File: src/design/stbs_pkg.sv
package stbs_pkg;

  localparam int TABLE_DEPTH_DEF = 256;
  localparam int CFG_IDX_W       = 1;
  localparam int CFG_DATA_W      = 9;
  localparam int RANGE_W         = 9;
  localparam int ENTRY_IDX_W     = 8;
  localparam int DATA_W          = 32;
  localparam int MATCH_IDX_W     = 8;

  localparam logic [CFG_IDX_W-1:0] REG_RANGE_START = 1'b0;
  localparam logic [CFG_IDX_W-1:0] REG_RANGE_END   = 1'b1;

  localparam logic CMD_WRITE  = 1'b0;
  localparam logic CMD_SEARCH = 1'b1;

  typedef struct packed {
    logic                     command;
    logic [ENTRY_IDX_W-1:0]   entry_index;
    logic signed [DATA_W-1:0] data_value;
  } in_item_t;

  typedef struct packed {
    logic                   found;
    logic [MATCH_IDX_W-1:0] match_index;
  } out_item_t;

  typedef struct packed {
    logic wr_en;
    logic load;
    logic step;
    logic res_set;
    logic res_found;
    logic out_load;
  } ctrl_cmd_t;

  typedef struct packed {
    logic init_empty;
    logic hit;
    logic next_empty;
  } dp_sts_t;

endpackage

File: src/design/stbs_ctrl.sv
module stbs_ctrl (
  input  logic                clk,
  input  logic                rst_n,
  input  logic                in_valid,
  input  logic                in_command,
  output logic                in_ready,
  input  logic                out_ready,
  output logic                out_valid,
  input  stbs_pkg::dp_sts_t   sts,
  output stbs_pkg::ctrl_cmd_t cmd
);

  typedef enum logic [1:0] {
    S_IDLE,
    S_PROBE,
    S_DONE
  } state_t;

  state_t state_r;
  state_t state_nxt;
  logic   out_valid_r;
  logic   out_valid_nxt;

  always_comb begin
    state_nxt = state_r;
    cmd       = '0;
    unique case (state_r)
      S_IDLE: begin
        if (in_valid) begin
          if (in_command == stbs_pkg::CMD_WRITE) begin
            cmd.wr_en = 1'b1;
          end else begin
            cmd.load = 1'b1;
            if (sts.init_empty) begin
              cmd.res_set = 1'b1;
              state_nxt   = S_DONE;
            end else begin
              state_nxt = S_PROBE;
            end
          end
        end
      end
      S_PROBE: begin
        priority if (sts.hit) begin
          cmd.res_set   = 1'b1;
          cmd.res_found = 1'b1;
          state_nxt     = S_DONE;
        end else if (sts.next_empty) begin
          cmd.res_set = 1'b1;
          state_nxt   = S_DONE;
        end else begin
          cmd.step = 1'b1;
        end
      end
      S_DONE: begin
        if (!out_valid_r || out_ready) begin
          cmd.out_load = 1'b1;
          state_nxt    = S_IDLE;
        end
      end
      default: begin
        state_nxt = S_IDLE;
      end
    endcase

    if (cmd.out_load) begin
      out_valid_nxt = 1'b1;
    end else if (out_ready) begin
      out_valid_nxt = 1'b0;
    end else begin
      out_valid_nxt = out_valid_r;
    end
  end

  always_ff @(posedge clk) begin
    if (!rst_n) begin
      state_r     <= S_IDLE;
      out_valid_r <= 1'b0;
    end else begin
      state_r     <= state_nxt;
      out_valid_r <= out_valid_nxt;
    end
  end

  assign in_ready  = state_r == S_IDLE;
  assign out_valid = out_valid_r;

endmodule

File: config.mk
export PLATFORM = sky130hd
export DESIGN_NAME = stbs_ctrl
export DESIGN_NICKNAME = d
export VERILOG_FILES = /design/src/design/stbs_pkg.sv /design/src/design/stbs_ctrl.sv
export SDC_FILE = /design/constraint.sdc
export NUM_CORES = 1
export LEC_CHECK = 0
export ABC_AREA = 1
export BUFFER_PORTS_ARGS = -buffer_cell sky130_fd_sc_hd__buf_2
export CORE_AREA = 2 2 39 41
export CTS_BUF_LIST = sky130_fd_sc_hd__clkbuf_8
export DETAILED_ROUTE_END_ITERATION = 7
export DIE_AREA = 0 0 41 43
export PLACE_DENSITY = 0.43
export SETUP_SLACK_MARGIN = 0.3
export SYNTH_ARGS = -nofsm -noshare
export SYNTH_HDL_FRONTEND = slang
export SYNTH_SLANG_ARGS = --single-unit
export TNS_END_PERCENT = 30
File: constraint.sdc
create_clock -name clk -period 0.9 [get_ports clk]
set_input_delay 0 -clock clk [delete_from_list [all_inputs] [get_ports clk]]
set_output_delay 0 -clock clk [all_outputs]
set_load 0.005 [all_outputs]
==> metrics.txt <==
max incr delay on CP 0.39 ns; number of port buffers 15; part of the power in registers 21.2%; global-route wire length before repair 986 um; status finished, violations left; Initial Utilization 18.08%; Post-Synthesis Cells 38; clock slew at reported path FFs 0.03 ns; failing checks setup timing; CTS buffer count 3; slowest CP cell dfxtp_4; overall routed net length 540 um; initial DRC count 3; vias per inst 3.705; synthesized net count between 40 and 50; Tot Pwr 1.146 mW; Synth Warn # 0; fillers 155; Post-Syn Area per Cell 6.585 um^2; Placer Congestion roughly 0.66; RSZ-0062 raised after global routing yes; Internal 759.6 uW; initial antenna violation count 0; most common cell after layout, fill and taps aside buf_2; core footprint 0.001384 mm^2; clk buf depth 2; flop-to-flop setup slack -0.13 ns; overall routing resource usage approximately 8.7%; vias in the first global route 287; RR Startpoint state_r[0]; CP arrival 1.07 ns; dpl hpwl 458.3 um; Tightest Hold Check Type in -> reg; Sw Ratio between 30 and 40%; vias after detailed routing 289; final max-slew violation count 0; final period utilization 119.2%; fin crit period 1.072 ns; die width 41 um; post-route insts no fill 78; Clk pwr share 32.6%; Final WS setup -0.1724 ns; Final Hold Vio Count 0; FF+latch count, synth 3; PD cells 2422 mW/mm^2; CP endpoint cmd[2]; Worst setup EP type primary output; Critical Path Source state_r[0]; site row count 14; grt total ovfl 0; most frequent cells in the layout buf_2, inv_1, buf_4; Area growth syn-to-layout 89.00%; CTS tree built; # setup viols final 7; worst skew pair latency between 0.2 and 0.25 ns; Routed Antenna Nets 0; NetSw between 300 and 400 uW; Cells after DPL 73; ANT cells 0; Worst VDD drop 631.4 uV; sequential element share of the synthesized area a little under a quarter; fraction of layout cells with a size suffix above 1 69.35%; # hold bufs at CTS 0; Worst Skew 0.001845 ns; root buf cell clkbuf_8; final core occ 34.18%; Pleak 0.2633 nW; WP data required approximately 0.9 ns; Rel. slew slack between 80% and 90%; worst-path fanout max 5; largest net degree at the start of global routing 6; max capacitance violation total 0; Netlist cell types 19; worst slew pin tran 0.1690 ns; Comb pwr share 46.2%; Final nets 71; Die Y 43 um; first-pass iteration count of the detailed router 4; worst-path cell chain inv_4, a21oi_1, inv_1, nor2_1, buf_2; Mapped Area 250.2 um^2; clk sinks 3; Peak Freq 932.5 MHz; R2R cell count 7; WS Path Type reg -> out; H-tree depth 1; pre-CTS setup slack -0.02677 ns; die area 0.001763 mm^2; DRC Markers 0; num ports 16; Critical R2R Capture state_r[1]; CP Launch Type register; mean routed wirelength per cell 6.923 um
==> power by group through the flow <==
stage	Sequential, mW	Clock, mW	Combinational, mW
3_5_place_dp	0.238	0	0.462
4_1_cts	0.238	0.382	0.520
6_report	0.242	0.373	0.530
5_1_grt	0.251	0.420	0.595
3_3_place_gp	0.237	0	0.467
2_1_floorplan	0.232	0	0.290
==> routing by layer <==
| metal | track usage [%] | part of all wire (%) | vias up |
|---|---|---|---|
| li1 | - | - | 164 |
| met1 | 8.974 | 43 | 120 |
| met2 | 11.88 | 54 | 5 |
| met3 | 4.712 | 3.0 | 0 |
| met4 | 8.000 | 0 | 0 |
| met5 | 0 | 0 | - |
==> sequential cells by signal, indices dropped and copies added (netlist names) <==
register / flops
state_r: 2
out_valid: 1
==> cells in the mapped netlist <==
master	number	area share (%)
nor3_1	1	2.0
buf_4	1	3.0
nor2_2	5	13
inv_1	5	7.5
a21oi_1	1	2.0
nor2_4	1	4.5
nand2_2	2	5.0
o21bai_1	1	3.0
nand2_1	5	7.5
dfxtp_1	3	24
clkinv_1	1	1.5
nand3_2	1	4.0
o21a_1	1	3.0
and3_1	1	2.5
nand4_1	1	2.5
nand3_1	1	2.0
inv_2	3	4.5
nor2_1	3	4.5
nand2_4	1	4.5
==> worst min-delay path by stage <==
stage                     cells past startpoint        from         to  slack [ns]
after global routing                          2       rst_n  out_valid        0.04
after floorplan                               1  in_command     cmd[5]        0.03
after CTS                                     2       rst_n  out_valid        0.03
final                                         2       rst_n  out_valid        0.03
after global placement                        3  in_command     cmd[5]        0.23
after detailed placement                      3  in_command     cmd[5]        0.23
==> kinds of logic after synthesis <==
kind of cell	Yosys count	synth area share, %
AOI/OAI and AO/OA	3	8.000
buffers and inverters	10	16.50
DFF	3	24.00
and+or+nand+nor	22	51.50
==> stage by stage <==
stage	hold WS [ns]	cell area, um^2	setup TNS, ns
after floorplan	0.03110	265.3	0
after global placement	0.2305	390.4	-0.07366
after detailed placement	0.2335	390.4	-0.04968
after CTS	0.02880	459.2	-0.9420
after global routing	0.04496	473.0	-1.541
final	0.02860	473.0	-0.8844
==> what timing repair did <==
item                                    4_1_cts  5_1_grt
buffers inserted                              1        0
cloned                                        0        0
endpoints found under the setup margin       11       11
gates resized for setup                       5        3
pin swaps                                     1        1
==> critical path, delay by kind of cell (launching register included) <==
kind            cells  cell delay, ns
flops               1            0.39
buf+inv             3            0.22
compound gates      1            0.16
simple gates        1            0.09
==> final cells by class <==
type	instances	area, um^2	share of cell area, %
sequential	3	68.82	14.55
inverter	9	36.28	7.672
multi-input combinational	25	166.4	35.19
clock inverter	1	3.754	0.7937
clock buffer	3	41.29	8.730
timing repair buffer	21	136.4	28.84
tap	16	20.02	4.233
Note: power is estimated with default switching activity, not from simulation.
